**src/m68k_effective_address_unit_assert.svh**
```systemverilog
// ---------------------------------------------------------------------------
// m68k effective address unit - assertion macros
// Concurrent checks for simulation; empty bodies when SYNTHESIS is defined.
// ---------------------------------------------------------------------------
`ifndef M68K_EFFECTIVE_ADDRESS_UNIT_ASSERT_SVH
`define M68K_EFFECTIVE_ADDRESS_UNIT_ASSERT_SVH
`ifndef SYNTHESIS
`define M68EA_ASSERT_IMP(name, clk, rst_n, ante, cons) \
    name: assert property (@(posedge clk) disable iff (!rst_n) (ante) |-> (cons)) \
        else $error("m68ea: check failed");
`define M68EA_ASSERT_NXT(name, clk, rst_n, ante, cons) \
    name: assert property (@(posedge clk) disable iff (!rst_n) (ante) |=> (cons)) \
        else $error("m68ea: check failed");
`else
`define M68EA_ASSERT_IMP(name, clk, rst_n, ante, cons)
`define M68EA_ASSERT_NXT(name, clk, rst_n, ante, cons)
`endif
`endif

```
**src/m68ea_pkg.sv**
```systemverilog
// ---------------------------------------------------------------------------
// m68ea_pkg
// Shared types, codes and helpers for the 68000 effective address unit.
// ---------------------------------------------------------------------------
package m68ea_pkg;

    localparam int WORD_W   = 32;
    localparam int RF_DEPTH = 16;              // D0-D7 then A0-A7
    localparam int RF_AW    = $clog2(RF_DEPTH);

    // queue between front and back; pointers wrap naturally, so depth is a power of two
    localparam int Q_DEPTH  = 2;
    localparam int Q_PTR_W  = $clog2(Q_DEPTH);
    localparam int Q_CNT_W  = $clog2(Q_DEPTH + 1);

    localparam int S_TDATA_W = 128;
    localparam int S_TUSER_W = 2;
    localparam int M_TDATA_W = 40;
    localparam int M_TUSER_W = 3;

    // s_tdata field offsets
    localparam int SD_RN  = 0;
    localparam int SD_WV  = 3;
    localparam int SD_EA  = 35;
    localparam int SD_MSK = 41;
    localparam int SD_SZ  = 53;
    localparam int SD_E1  = 55;
    localparam int SD_E2  = 71;
    localparam int SD_PC  = 87;
    localparam int SD_WC  = 119;

    localparam logic [1:0] REQ_RESOLVE = 2'd0;
    localparam logic [1:0] REQ_WR_DATA = 2'd1;
    localparam logic [1:0] REQ_WR_ADDR = 2'd2;

    localparam logic [1:0] KIND_REG = 2'd0;
    localparam logic [1:0] KIND_MEM = 2'd1;
    localparam logic [1:0] KIND_IMM = 2'd2;

    localparam logic [1:0] SZ_BYTE = 2'd0;
    localparam logic [1:0] SZ_WORD = 2'd1;

    localparam logic [2:0] MODE_EXT = 3'd7;
    localparam logic [2:0] REG_SP   = 3'd7;

    // addressing mode index, also the bit in the allowed mask
    localparam logic [3:0] EA_DN     = 4'd0;
    localparam logic [3:0] EA_AN     = 4'd1;
    localparam logic [3:0] EA_IND    = 4'd2;
    localparam logic [3:0] EA_POSTI  = 4'd3;
    localparam logic [3:0] EA_PRED   = 4'd4;
    localparam logic [3:0] EA_D16AN  = 4'd5;
    localparam logic [3:0] EA_D8ANX  = 4'd6;
    localparam logic [3:0] EA_ABSW   = 4'd7;
    localparam logic [3:0] EA_ABSL   = 4'd8;
    localparam logic [3:0] EA_D16PC  = 4'd9;
    localparam logic [3:0] EA_D8PCX  = 4'd10;
    localparam logic [3:0] EA_IMM    = 4'd11;

    typedef enum logic [2:0] {
        BK_CONST,
        BK_WRITE,
        BK_BASE,
        BK_POSTINC,
        BK_PREDEC,
        BK_BASE_IDX,
        BK_PC_IDX
    } bk_op_t;

    typedef struct packed {
        bk_op_t              op;
        logic [1:0]          kind;
        logic                ill;
        logic [1:0]          ext;
        logic [WORD_W-1:0]   imm;
        logic [RF_AW-1:0]    base_addr;
        logic [RF_AW-1:0]    idx_addr;
        logic                idx_long;
    } q_entry_t;

    function automatic logic [WORD_W-1:0] sx16(input logic [15:0] v);
        return {{16{v[15]}}, v};
    endfunction

    function automatic logic [WORD_W-1:0] sx8(input logic [7:0] v);
        return {{24{v[7]}}, v};
    endfunction

endpackage

```
**src/m68ea_ram.sv**
```systemverilog
// ---------------------------------------------------------------------------
// m68ea_ram
// Generic RAM: one write port, two read ports with registered read data.
// ---------------------------------------------------------------------------
module m68ea_ram #(
    parameter int WIDTH = 32,
    parameter int DEPTH = 16
) (
    input  logic                     clk,
    input  logic                     wr_en,
    input  logic [$clog2(DEPTH)-1:0] wr_addr,
    input  logic [WIDTH-1:0]         wr_data,
    input  logic                     rd_en,
    input  logic [$clog2(DEPTH)-1:0] rd_addr_a,
    input  logic [$clog2(DEPTH)-1:0] rd_addr_b,
    output logic [WIDTH-1:0]         rd_data_a,
    output logic [WIDTH-1:0]         rd_data_b
);
    logic [WIDTH-1:0] mem_reg [DEPTH];

    always_ff @(posedge clk) begin
        if (wr_en) begin
            mem_reg[wr_addr] <= wr_data;
        end
    end

    // read returns old data on a same-cycle write to the same address
    always_ff @(posedge clk) begin
        if (rd_en) begin
            rd_data_a <= mem_reg[rd_addr_a];
            rd_data_b <= mem_reg[rd_addr_b];
        end
    end
endmodule

```
**src/m68ea_front.sv**
```systemverilog
// ---------------------------------------------------------------------------
// m68ea_front
// Accepts request transfers and classifies them into back-end operations.
// ---------------------------------------------------------------------------
module m68ea_front (
    input  logic                                s_tvalid,
    output logic                                s_tready,
    input  logic [m68ea_pkg::S_TDATA_W-1:0]     s_tdata,   // reg_number, write_value,
                                                            // ea_field, allowed_mask, op_size,
                                                            // ext_word_first, ext_word_second,
                                                            // pc_value, words_consumed
    input  logic [m68ea_pkg::S_TUSER_W-1:0]     s_tuser,   // req_type
    output logic                                push_valid,
    input  logic                                push_ready,
    output m68ea_pkg::q_entry_t                 push_data
);
    import m68ea_pkg::*;

    logic [2:0]        rn;
    logic [31:0]       wv;
    logic [2:0]        mode;
    logic [2:0]        rsel;
    logic [11:0]       mask;
    logic [1:0]        op_size;
    logic [15:0]       e1;
    logic [15:0]       e2;
    logic [31:0]       pc;
    logic [2:0]        wc;
    logic [3:0]        mode_idx;
    logic              mode_ok;
    logic [2:0]        step;
    logic [WORD_W-1:0] pc_base;
    q_entry_t          ent;

    assign rn      = s_tdata[SD_RN +: 3];
    assign wv      = s_tdata[SD_WV +: 32];
    assign mode    = s_tdata[SD_EA + 3 +: 3];
    assign rsel    = s_tdata[SD_EA +: 3];
    assign mask    = s_tdata[SD_MSK +: 12];
    assign op_size = s_tdata[SD_SZ +: 2];
    assign e1      = s_tdata[SD_E1 +: 16];
    assign e2      = s_tdata[SD_E2 +: 16];
    assign pc      = s_tdata[SD_PC +: 32];
    assign wc      = s_tdata[SD_WC +: 3];

    assign mode_idx = (mode == MODE_EXT) ? (4'd7 + {1'b0, rsel}) : {1'b0, mode};
    assign mode_ok  = (mode_idx <= EA_IMM) ? mask[mode_idx] : 1'b0;

    // A7 stays word aligned on byte steps
    always_comb begin
        case (op_size)
            SZ_BYTE: step = (rsel == REG_SP) ? 3'd2 : 3'd1;
            SZ_WORD: step = 3'd2;
            default: step = 3'd4;
        endcase
    end

    assign pc_base = pc + {28'd0, wc, 1'b0};

    always_comb begin
        ent           = '0;
        ent.op        = BK_CONST;
        ent.kind      = KIND_REG;
        ent.base_addr = {1'b1, rsel};
        ent.idx_addr  = {e1[15], e1[14:12]};
        ent.idx_long  = e1[11];
        case (s_tuser)
            REQ_WR_DATA: begin
                ent.op        = BK_WRITE;
                ent.base_addr = {1'b0, rn};
                ent.imm       = wv;
            end
            REQ_WR_ADDR: begin
                ent.op        = BK_WRITE;
                ent.base_addr = {1'b1, rn};
                ent.imm       = wv;
            end
            REQ_RESOLVE: begin
                if (!mode_ok) begin
                    ent.ill = 1'b1;
                end else begin
                    case (mode_idx)
                        EA_DN: ent.imm = {29'd0, rsel};
                        EA_AN: ent.imm = {28'd0, 1'b1, rsel};
                        EA_IND: begin
                            ent.op   = BK_BASE;
                            ent.kind = KIND_MEM;
                        end
                        EA_POSTI: begin
                            ent.op   = BK_POSTINC;
                            ent.kind = KIND_MEM;
                            ent.imm  = {29'd0, step};
                        end
                        EA_PRED: begin
                            ent.op   = BK_PREDEC;
                            ent.kind = KIND_MEM;
                            ent.imm  = 32'd0 - {29'd0, step};
                        end
                        EA_D16AN: begin
                            ent.op   = BK_BASE;
                            ent.kind = KIND_MEM;
                            ent.ext  = 2'd1;
                            ent.imm  = sx16(e1);
                        end
                        EA_D8ANX: begin
                            ent.op   = BK_BASE_IDX;
                            ent.kind = KIND_MEM;
                            ent.ext  = 2'd1;
                            ent.imm  = sx8(e1[7:0]);
                        end
                        EA_ABSW: begin
                            ent.kind = KIND_MEM;
                            ent.ext  = 2'd1;
                            ent.imm  = sx16(e1);
                        end
                        EA_ABSL: begin
                            ent.kind = KIND_MEM;
                            ent.ext  = 2'd2;
                            ent.imm  = {e1, e2};
                        end
                        EA_D16PC: begin
                            ent.kind = KIND_MEM;
                            ent.ext  = 2'd1;
                            ent.imm  = pc_base + sx16(e1);
                        end
                        EA_D8PCX: begin
                            ent.op   = BK_PC_IDX;
                            ent.kind = KIND_MEM;
                            ent.ext  = 2'd1;
                            ent.imm  = pc_base + sx8(e1[7:0]);
                        end
                        EA_IMM: begin
                            ent.kind = KIND_IMM;
                            case (op_size)
                                SZ_BYTE: begin
                                    ent.ext = 2'd1;
                                    ent.imm = {24'd0, e1[7:0]};
                                end
                                SZ_WORD: begin
                                    ent.ext = 2'd1;
                                    ent.imm = {16'd0, e1};
                                end
                                default: begin
                                    ent.ext = 2'd2;
                                    ent.imm = {e1, e2};
                                end
                            endcase
                        end
                        default: ent.ill = 1'b1;
                    endcase
                end
            end
            default: ent.op = BK_CONST;   // unknown request: all-zero result
        endcase
    end

    assign push_valid = s_tvalid;
    assign s_tready   = push_ready;
    assign push_data  = ent;
endmodule

```
**src/m68ea_queue.sv**
```systemverilog
// ---------------------------------------------------------------------------
// m68ea_queue
// Short FIFO of classified operations between front and back.
// ---------------------------------------------------------------------------
module m68ea_queue (
    input  logic                 aclk,
    input  logic                 aresetn,
    input  logic                 push_valid,
    output logic                 push_ready,
    input  m68ea_pkg::q_entry_t  push_data,
    output logic                 pop_valid,
    input  logic                 pop_ready,
    output m68ea_pkg::q_entry_t  pop_data
);
    import m68ea_pkg::*;

    q_entry_t           ent_reg [Q_DEPTH];
    logic [Q_PTR_W-1:0] wr_ptr_reg;
    logic [Q_PTR_W-1:0] rd_ptr_reg;
    logic [Q_CNT_W-1:0] cnt_reg;
    logic [Q_CNT_W-1:0] cnt_next;
    logic               push;
    logic               pop;

    assign push_ready = (cnt_reg != Q_CNT_W'(Q_DEPTH));
    assign pop_valid  = (cnt_reg != '0);
    assign push       = push_valid && push_ready;
    assign pop        = pop_valid && pop_ready;
    assign pop_data   = ent_reg[rd_ptr_reg];

    always_comb begin
        cnt_next = cnt_reg;
        case ({push, pop})
            2'b10:   cnt_next = cnt_reg + 1'b1;
            2'b01:   cnt_next = cnt_reg - 1'b1;
            default: cnt_next = cnt_reg;
        endcase
    end

    always_ff @(posedge aclk) begin
        if (!aresetn) begin
            wr_ptr_reg <= '0;
            rd_ptr_reg <= '0;
            cnt_reg    <= '0;
        end else begin
            cnt_reg <= cnt_next;
            if (push) begin
                wr_ptr_reg <= wr_ptr_reg + 1'b1;
            end
            if (pop) begin
                rd_ptr_reg <= rd_ptr_reg + 1'b1;
            end
        end
    end

    always_ff @(posedge aclk) begin
        if (push) begin
            ent_reg[wr_ptr_reg] <= push_data;
        end
    end
endmodule

```
**src/m68ea_back.sv**
```systemverilog
// ---------------------------------------------------------------------------
// m68ea_back
// Register file read, address arithmetic, write-back and result register.
// ---------------------------------------------------------------------------
`include "m68k_effective_address_unit_assert.svh"

module m68ea_back (
    input  logic                             aclk,
    input  logic                             aresetn,
    input  logic                             q_valid,
    output logic                             q_pop,
    input  m68ea_pkg::q_entry_t              q_data,
    output logic                             m_tvalid,
    input  logic                             m_tready,
    output logic [m68ea_pkg::M_TDATA_W-1:0]  m_tdata,   // ea_result, ext_words_used
    output logic [m68ea_pkg::M_TUSER_W-1:0]  m_tuser    // ea_kind, illegal_mode
);
    import m68ea_pkg::*;

    // operand stage
    logic                b_valid_reg;
    q_entry_t            b_ent_reg;
    logic                b_ready;
    logic                b_fire;

    // register file: valid bits give the reset value of zero
    logic [RF_DEPTH-1:0] rf_vld_reg;
    logic                vld_a_reg;
    logic                vld_b_reg;
    logic [WORD_W-1:0]   rd_a;
    logic [WORD_W-1:0]   rd_b;
    logic                ram_we;
    logic [RF_AW-1:0]    ram_waddr;
    logic [WORD_W-1:0]   ram_wdata;

    // bypass of the write that coincided with this item's read
    logic                fwd_valid_reg;
    logic [RF_AW-1:0]    fwd_addr_reg;
    logic [WORD_W-1:0]   fwd_data_reg;

    logic [WORD_W-1:0]   a_val;
    logic [WORD_W-1:0]   x_val;
    logic [WORD_W-1:0]   idx;
    logic [WORD_W-1:0]   sum_a;
    logic [WORD_W-1:0]   res;

    logic                m_tvalid_reg;
    logic [WORD_W-1:0]   m_result_reg;
    logic [1:0]          m_ext_reg;
    logic [1:0]          m_kind_reg;
    logic                m_ill_reg;

    assign b_fire  = b_valid_reg && (!m_tvalid_reg || m_tready);
    assign b_ready = !b_valid_reg || b_fire;
    assign q_pop   = q_valid && b_ready;

    m68ea_ram #(
        .WIDTH (WORD_W),
        .DEPTH (RF_DEPTH)
    ) u_rf (
        .clk       (aclk),
        .wr_en     (ram_we),
        .wr_addr   (ram_waddr),
        .wr_data   (ram_wdata),
        .rd_en     (q_pop),
        .rd_addr_a (q_data.base_addr),
        .rd_addr_b (q_data.idx_addr),
        .rd_data_a (rd_a),
        .rd_data_b (rd_b)
    );

    always_comb begin
        if (fwd_valid_reg && (fwd_addr_reg == b_ent_reg.base_addr)) begin
            a_val = fwd_data_reg;
        end else begin
            a_val = vld_a_reg ? rd_a : '0;
        end
        if (fwd_valid_reg && (fwd_addr_reg == b_ent_reg.idx_addr)) begin
            x_val = fwd_data_reg;
        end else begin
            x_val = vld_b_reg ? rd_b : '0;
        end
    end

    assign idx   = b_ent_reg.idx_long ? x_val : sx16(x_val[15:0]);
    assign sum_a = a_val + b_ent_reg.imm;

    always_comb begin
        res       = b_ent_reg.imm;
        ram_we    = 1'b0;
        ram_waddr = b_ent_reg.base_addr;
        ram_wdata = sum_a;
        case (b_ent_reg.op)
            BK_CONST: res = b_ent_reg.imm;
            BK_WRITE: begin
                res       = '0;
                ram_we    = b_fire;
                ram_wdata = b_ent_reg.imm;
            end
            BK_BASE:  res = sum_a;
            BK_POSTINC: begin
                res    = a_val;
                ram_we = b_fire;
            end
            BK_PREDEC: begin
                res    = sum_a;
                ram_we = b_fire;
            end
            BK_BASE_IDX: res = sum_a + idx;
            BK_PC_IDX:   res = b_ent_reg.imm + idx;
            default:     res = '0;
        endcase
    end

    always_ff @(posedge aclk) begin
        if (!aresetn) begin
            b_valid_reg   <= 1'b0;
            m_tvalid_reg  <= 1'b0;
            fwd_valid_reg <= 1'b0;
            rf_vld_reg    <= '0;
        end else begin
            if (b_ready) begin
                b_valid_reg <= q_valid;
            end
            if (b_fire) begin
                m_tvalid_reg <= 1'b1;
            end else if (m_tready) begin
                m_tvalid_reg <= 1'b0;
            end
            if (q_pop) begin
                fwd_valid_reg <= ram_we;
            end
            if (ram_we) begin
                rf_vld_reg[ram_waddr] <= 1'b1;
            end
        end
    end

    always_ff @(posedge aclk) begin
        if (q_pop) begin
            b_ent_reg    <= q_data;
            vld_a_reg    <= rf_vld_reg[q_data.base_addr];
            vld_b_reg    <= rf_vld_reg[q_data.idx_addr];
            fwd_addr_reg <= ram_waddr;
            fwd_data_reg <= ram_wdata;
        end
        if (b_fire) begin
            m_result_reg <= res;
            m_ext_reg    <= b_ent_reg.ext;
            m_kind_reg   <= b_ent_reg.kind;
            m_ill_reg    <= b_ent_reg.ill;
        end
    end

    assign m_tvalid = m_tvalid_reg;
    assign m_tdata  = {{(M_TDATA_W - WORD_W - 2){1'b0}}, m_ext_reg, m_result_reg};
    assign m_tuser  = {m_ill_reg, m_kind_reg};

    `M68EA_ASSERT_IMP(a_ill_zero, aclk, aresetn, m_tvalid_reg && m_ill_reg, (m_result_reg == '0) && (m_ext_reg == 2'd0) && (m_kind_reg == KIND_REG))
    `M68EA_ASSERT_IMP(a_no_wr_stall, aclk, aresetn, m_tvalid_reg && !m_tready, !ram_we)
    `M68EA_ASSERT_NXT(a_fwd_set, aclk, aresetn, q_pop && ram_we, fwd_valid_reg)
    `M68EA_ASSERT_IMP(a_ext_range, aclk, aresetn, m_tvalid_reg, m_ext_reg != 2'd3)
endmodule

```
**src/m68k_effective_address_unit.sv**
```systemverilog
// ---------------------------------------------------------------------------
// m68k_effective_address_unit
// 68000 effective address resolution with the D0-D7 / A0-A7 register file.
// ---------------------------------------------------------------------------
// One request transfer is taken per clock and one result transfer leaves per
// clock in steady flow. The queue slot is written on the edge that accepts a
// request; the register file read then loads the operand stage, and the result
// register is loaded from it. The rate is set by the register file, which is
// read and written back once per item, with the write of one item bypassed
// into the operands of the next. Register write requests and the (An)+ / -(An)
// updates take effect in request order. A two-entry queue separates decode
// from execution, so s_tready drops only when the queue is full and the result
// side has stalled.
// ---------------------------------------------------------------------------
module m68k_effective_address_unit (
    input  logic                             aclk,
    input  logic                             aresetn,
    input  logic                             s_tvalid,
    output logic                             s_tready,
    input  logic [m68ea_pkg::S_TDATA_W-1:0]  s_tdata,   // reg_number, write_value,
                                                         // ea_field, allowed_mask, op_size,
                                                         // ext_word_first, ext_word_second,
                                                         // pc_value, words_consumed, zero pad
    input  logic [m68ea_pkg::S_TUSER_W-1:0]  s_tuser,   // req_type
    output logic                             m_tvalid,
    input  logic                             m_tready,
    output logic [m68ea_pkg::M_TDATA_W-1:0]  m_tdata,   // ea_result, ext_words_used, zero pad
    output logic [m68ea_pkg::M_TUSER_W-1:0]  m_tuser    // ea_kind, illegal_mode
);
    import m68ea_pkg::*;

    logic     push_valid;
    logic     push_ready;
    q_entry_t push_data;
    logic     q_valid;
    logic     q_pop;
    q_entry_t q_data;

    m68ea_front u_front (
        .s_tvalid   (s_tvalid),
        .s_tready   (s_tready),
        .s_tdata    (s_tdata),
        .s_tuser    (s_tuser),
        .push_valid (push_valid),
        .push_ready (push_ready),
        .push_data  (push_data)
    );

    m68ea_queue u_queue (
        .aclk       (aclk),
        .aresetn    (aresetn),
        .push_valid (push_valid),
        .push_ready (push_ready),
        .push_data  (push_data),
        .pop_valid  (q_valid),
        .pop_ready  (q_pop),
        .pop_data   (q_data)
    );

    m68ea_back u_back (
        .aclk     (aclk),
        .aresetn  (aresetn),
        .q_valid  (q_valid),
        .q_pop    (q_pop),
        .q_data   (q_data),
        .m_tvalid (m_tvalid),
        .m_tready (m_tready),
        .m_tdata  (m_tdata),
        .m_tuser  (m_tuser)
    );
endmodule

```
**config.mk**
```make
export PLATFORM = sky130hd
export DESIGN_NAME = m68k_effective_address_unit
export DESIGN_NICKNAME = d
export VERILOG_FILES = /design/src/m68ea_pkg.sv /design/src/m68ea_ram.sv /design/src/m68ea_front.sv /design/src/m68ea_queue.sv /design/src/m68ea_back.sv /design/src/m68k_effective_address_unit.sv
export VERILOG_INCLUDE_DIRS = /design/src /design/src/src
export SDC_FILE = /design/constraint.sdc
export NUM_CORES = 2
export LEC_CHECK = 0
export BUFFER_PORTS_ARGS = -buffer_cell sky130_fd_sc_hd__buf_2
export CORE_MARGIN = 1
export CORE_UTILIZATION = 50
export DETAILED_ROUTE_END_ITERATION = 7
export PLACE_DENSITY = 0.69
export SLEW_MARGIN = 25
export SYNTH_ARGS = -nofsm -noshare
export SYNTH_HDL_FRONTEND = slang
export SYNTH_SLANG_ARGS = --single-unit
export TNS_END_PERCENT = 20
```
**constraint.sdc**
```tcl
create_clock -name aclk -period 25.9 [get_ports aclk]
set_clock_uncertainty 0.15 [all_clocks]
set_input_delay 2.59 -clock aclk [delete_from_list [all_inputs] [get_ports aclk]]
set_output_delay 2.59 -clock aclk [all_outputs]
set_load 0.02 [all_outputs]
```
# Word-level counts from Yosys, hierarchy flattened
# Memory sizes are Yosys's and may differ from the RTL's. A register that Yosys moved wholly into a read port is not among the register bits.
# Cells that the tools add are included.
word_totals:
  reg_bits: 147
  memories: 2
  word_cells: 139
  ramBits: 610
memory_table:
  columns: ["name", "words", "word_bits", "read_ports", "rd_clocked_by_memory_dff", "write_ports", "line", "text"]
  rows:
  - ["u_back.u_rf.mem_reg", 16, 32, 2, 2, 1, "m68ea_ram.sv:19", "logic [WIDTH-1:0] mem_reg [DEPTH];"]
  - ["u_queue.ent_reg", 2, 49, 1, 1, 1, "m68ea_queue.sv:17", "q_entry_t ent_reg [Q_DEPTH];"]
op_classes:
  n_mux: 42
  n_lt_le_gt_ge: 6
  eq_ne: 27
  addsub: 12
  bitwise: 1
  reduce_logical: 26
op_table:
  columns: ["operator", "count"]
  rows:
  - ["one-hot mux 32 bit (10 select lines)", 1]
  - ["2-to-1 mux 32 bit", 6]
  - ["adder 32 bit", 5]
  - ["one-hot mux 32 bit (5 select lines)", 1]
  - ["one-hot mux 34 bit (2 select lines)", 1]
  - ["one-hot mux 32 bit (2 select lines)", 1]
  - ["2-to-1 mux 34 bit", 1]
  - ["adder 32 x 4 -> 32 bit", 1]
  - ["< comparator 4 x 5 -> 1 bit, second input constant", 4]
  - ["== test 4 x 3 -> 1 bit, second input constant", 4]
  - ["== test 4 bit, second input constant", 4]
  - ["2-to-1 mux 1 bit", 16]
  - ["bitwise OR 16 bit", 1]
  - ["== test 3 bit, second input constant", 5]
  - ["one-hot mux 3 bit (5 select lines)", 1]
  - ["binary-select mux 1 bit (select 4 bit)", 3]
  - ["one-hot mux 3 bit (2 select lines)", 2]
  - ["OR reduction 12 bit", 1]
  - ["2-to-1 mux 5 bit", 2]
  - ["OR reduction 9 bit", 1]
  - ["== test 4 x 2 -> 1 bit, second input constant", 2]
  - ["== test 4 bit", 2]
  - ["one-hot mux 2 bit (2 select lines)", 2]
  - ["one-hot mux 4 bit (2 select lines)", 1]
  - ["other kinds (27)", 46]

# Longest topological paths before layout
logic_depth:
  depth_word: 8
  mapped_depth: 32
  ltp_nobuf: 29

# Modules after synthesis
# A second synthesis with hierarchy kept.
hier_totals:
  cells_unflattened: 3125
  area_unflattened_um2: 43157.6
modules_own_cells:
  columns: ["mod", "n_inst", "cells_each", "area_per_inst_um2"]
  rows:
  - ["m68ea_ram", 1, 1141, 24843.8]
  - ["m68ea_back", 1, 1207, 10615.2]
  - ["m68ea_front", 1, 601, 3941.3]
  - ["m68ea_queue", 1, 176, 3757.4]

# Least setup slack after synthesis
# OpenSTA, ideal clock, no wires.
synth_timing:
  kind: "in2reg"
  from: "input m_tready"
  to: "register u_queue.cnt_reg[1]"
  path_slack_ps: 13931
  setup_time_ps: 76
  t_arrival_ps: 11744
  path_stages: 5
  cell_sequence: "nor2b_1 a21oi_1 ha_1 or3_1 a21boi_0"
synth_between:
  elab_chain_len: 7
synth_rtl:
  columns: ["item", "line", "text"]
  rows:
  - ["from (decl)", "m68k_effective_address_unit.sv:26", "input logic m_tready,"]
  - ["logical OR 1 bit (*)", "m68ea_back.sv:53", "assign b_fire = b_valid_reg && (!m_tvalid_reg || m_tready);"]
  - ["logical AND 1 bit (*)", "m68ea_back.sv:53", null]
  - ["logical OR 1 bit (*)", "m68ea_back.sv:54", "assign b_ready = !b_valid_reg || b_fire;"]
  - ["logical AND 1 bit (*)", "m68ea_back.sv:55", "assign q_pop = q_valid && b_ready;"]
  - ["via q_pop", "m68k_effective_address_unit.sv:36", "logic q_pop;"]
  - ["logical AND 1 bit (*)", "m68ea_queue.sv:28", "assign pop = pop_valid && pop_ready;"]
  - ["== test 2 x 1 -> 1 bit / == test 2 bit (equally long branches)", "m68ea_queue.sv:33", "case ({push, pop})"]
  - ["one-hot mux 2 bit (2 select lines) / nonzero test 2 bit (equally long branches)", null, null]
  - ["to (signal assigned)", "m68ea_queue.sv:46", "cnt_reg <= cnt_next;"]
  - ["to (decl)", "m68ea_queue.sv:20", "logic [Q_CNT_W-1:0] cnt_reg;"]
# The timed path passes the listed nets; every way through them passes the cells marked *.
# A chain may end at the register's enable or synchronous reset.

==> reports/summary.txt <==
Pwr per Cell Area -> 138 nW/µm²
Slew @ Worst Pin -> 1.17 ns
Crit path depth -> 18
Int Power -> 3.89 mW
Skew-Pair Late Insertion Delay -> 0.64 ns
Die Span X -> 301 µm
max FFs per register -> 512
crit end category -> register
Hold WS -> 0.271 ns
H-Tree Depth -> 3
max-cap violations -> 0
Pwr Total -> 6.86 mW
Final Cell Area -> 49600 µm²
DP Area -> 46800 µm²
Ys Warns -> 0
switch share -> 43.4%
Logic pwr share -> 48.8%
GR Util All Layers -> 30.5%
Mapped Avg Cell Area -> 9.68 µm²
Via density -> 6.35
die height -> 301 µm
Tcrit/Tclk final -> 30.9%
Remaining DRCs -> 7
DP Cell Count -> 5719
register bit total from synthesis -> 822
count of cell types in the netlist -> 92
Root Buffer -> clkbuf_16
startpoint types -> primary input
Worst Path Required -> 26.11 ns
initial antenna violation count -> 11
Worst Setup Slack, final -> 17.90 ns
Worst Hold Depth -> 0
clock buffer count from CTS -> 84
Buffers on Ports -> 166
Final setup viols -> 0
dpl ws -> 17.47 ns
Synth Flop Type -> edfxtp_1
Buf+Inv Stages, Crit Path -> 2
Final Instance Count excl. Fillers -> 5874
status -> finished with violations
sum of negative setup slack -> 0 ns
ratio of cells with drive above 1 in the final layout -> 10.5%
Max VDD drop -> 0.000101 V
crit-path max cell delay -> 0.64 ns
kind of critical path -> in2reg
CP max-delay cell -> nor2_1
area grow syn2layout -> 10.8%
ys async rst share -> 0%
pin count of the biggest net entering global routing -> 156
Die ar. -> 90700 µm²
clock share of power -> 17.8%
Arr. time, crit path -> 8.21 ns
IO Count -> 179
Mapped Area -> 44700 µm²
Core Area -> 88500 µm²
crit path cell chain -> buf_2 > inv_1 > ha_1 > nand3_1 > and2_1 > nand4_1 > nor2_1 > a21o_1 > ha_1 > a211oi_1 > or2_2 > o221ai_1 > a41o_1 > o41ai_2 > xor2_1 > o21ai_0 > a22oi_1 > nor2_1
first-pass GRT wire length -> 209000 µm
Nets -> 4884
vias in the first global route -> 34900
Period minus WS final -> 8.00 ns
CP Max Fanout -> 17
clock buffer depth -> 3
sequential power share -> 33.4%
Pleak -> 18.3 nW
WL final -> 142000 µm
Switching Power -> 2.98 mW
Top Family by Delay on Critical Path -> compound AO/OA/AOI/OAI gates
hpwl dp -> 85500 µm
antenna violation net count after detailed routing -> 0
max frequency -> 125 MHz
normalized max-slew margin -> 22.3%
Post-CTS Repair Setup Buffers -> 0
Slew Limit Fails -> 0
Worst Reg-to-Reg Cells -> 28
initial drt markers -> 4861
unrepaired setup endpoints after global routing -> no
Clock transition at path regs -> 0.05 ns
final hold violations -> 0
register area share after synthesis -> 54.6%
via count -> 37300
starting density of the core -> 50.6%
Sink Count -> 822
failing checks -> DRC
DR WL/cell -> 24.2 µm
RD Place Congestion -> 0.968
hold_buf cts -> 0
number of synthesized flops with an enable pin -> 798
cell count after synthesis -> 4621
total congestion overflow -> 0
Resize count post-CTS -> 0
CTS tree -> yes
final core utilization -> 56.0%
num rows -> 109
Pre-Repair DR Iteration Count -> 8
Hold WC Path Type -> reg2reg
## metal layers
| metal | up-vias | track usage, % | wire, µm |
|---|---|---|---|
| li1 | 16900 | - | - |
| met1 | 17800 | 40.8 | 55000 |
| met2 | 2161 | 47.2 | 64000 |
| met3 | 457 | 3.82 | 13600 |
| met4 | 4 | 19.4 | 9330 |
| met5 | - | 0 | 34 |
## cells in the mapped netlist (9+ instances only)
master	instances	share of area [%]
mux2i_1	18	0.40
o21a_1	35	0.59
o21bai_1	20	0.34
a221oi_1	21	0.41
xor2_1	54	1.1
a21oi_1	141	1.6
nor2b_1	15	0.21
edfxtp_1	798	54
nand2_1	1364	11
ha_1	106	3.0
buf_1	31	0.26
clkbuf_1	279	2.3
a21o_1	44	0.74
inv_1	46	0.39
nand2b_1	12	0.17
and2_1	15	0.21
a22oi_1	34	0.57
mux2_2	51	1.3
a211oi_1	12	0.20
nand4_1	19	0.27
a31oi_1	101	1.4
dfxtp_1	24	1.1
nand3_1	591	6.6
o221ai_1	11	0.22
a221o_1	16	0.36
nor2_1	140	1.2
and3_1	81	1.1
xnor2_1	77	1.5
o211ai_1	13	0.22
o21ai_0	146	1.6
o22ai_1	9	0.13
nor3_1	33	0.37
a311oi_1	136	2.7
## path summary, 6_finish.rpt
| kind | to | slack (ns) | start |
|---|---|---|---|
| worst max-delay path | u_queue.ent_reg[0][32]$_DFFE_PP_ | 17.90 | s_tdata[35] |
| worst max register to register | u_back.m_result_reg[31]$_DFFE_PP_ | 18.34 | u_back.ram_waddr[1]$_DFFE_PP_ |
| worst min-delay path | u_back.m_ill_reg$_DFFE_PP_ | 0.27 | u_back.b_ent_reg[43]$_DFFE_PP_ |
| worst min register to register | u_back.m_ill_reg$_DFFE_PP_ | 0.27 | u_back.b_ent_reg[43]$_DFFE_PP_ |
## kinds of logic (layout without fill, tap and decap cells)
logic type                 count (synthesis)  after routing  synth area share [%]
DFF                                      822            822                  54.6
other                                      1             14               0.00838
xor gates and xnor gates                 131            131                  2.56
adders and majority gates                110            110                  3.14
and+or+nand+nor                         2307           2307                  22.2
buffers and inverters                    376            451                  3.24
AOI/OAI and AO/OA                        803            803                  12.5
muxes                                     71             71                  1.79
## power groups by stage
stage | Clock, mW | Sequential (mW) | Combinational (mW)
global route | 1.28 | 2.30 | 3.58
finish | 1.22 | 2.29 | 3.35
CTS | 1.23 | 2.28 | 3.27
global placement | 0 | 2.30 | 3.23
floorplan | 0 | 2.30 | 2.14
detailed placement | 0 | 2.31 | 3.26
## layout by cell type, fill, tap and decap left out, types with 13 or more instances in the layout
cell type  instances
buf_4             83
o211ai_1          13
a311oi_1         136
edfxtp_1         798
buf_2            166
a31oi_1          101
clkinv_1          18
dfxtp_1           23
xnor2_1           77
a22oi_1           34
nand4_1           19
a221oi_1          21
xor2_1            54
nor2b_1           14
nor2_4            13
and2_1            15
clkbuf_16         86
and3_1            80
o21bai_1          20
a21oi_1          137
nand2_1         1364
a221o_1           16
inv_1             44
a21o_1            44
ha_1             106
nor3_1            29
o21ai_0          141
mux2_2            51
nor2_1           125
clkinv_2          14
nand3_1          590
o21a_1            35
## cell type report
| type | count | area (µm²) |
|---|---|---|
| Multi-Input combinational cell | 3428 | 19100 |
| Inverter | 50 | 208 |
| Tap cell | 1165 | 1460 |
| Clock inverter | 49 | 547 |
| Clock buffer | 98 | 2200 |
| Antenna cell | 8 | 20.0 |
| Timing Repair Buffer | 254 | 1550 |
| Fill cell | 7545 | 38900 |
| Sequential cell | 822 | 24400 |
Power figures use the tool's default switching activity.
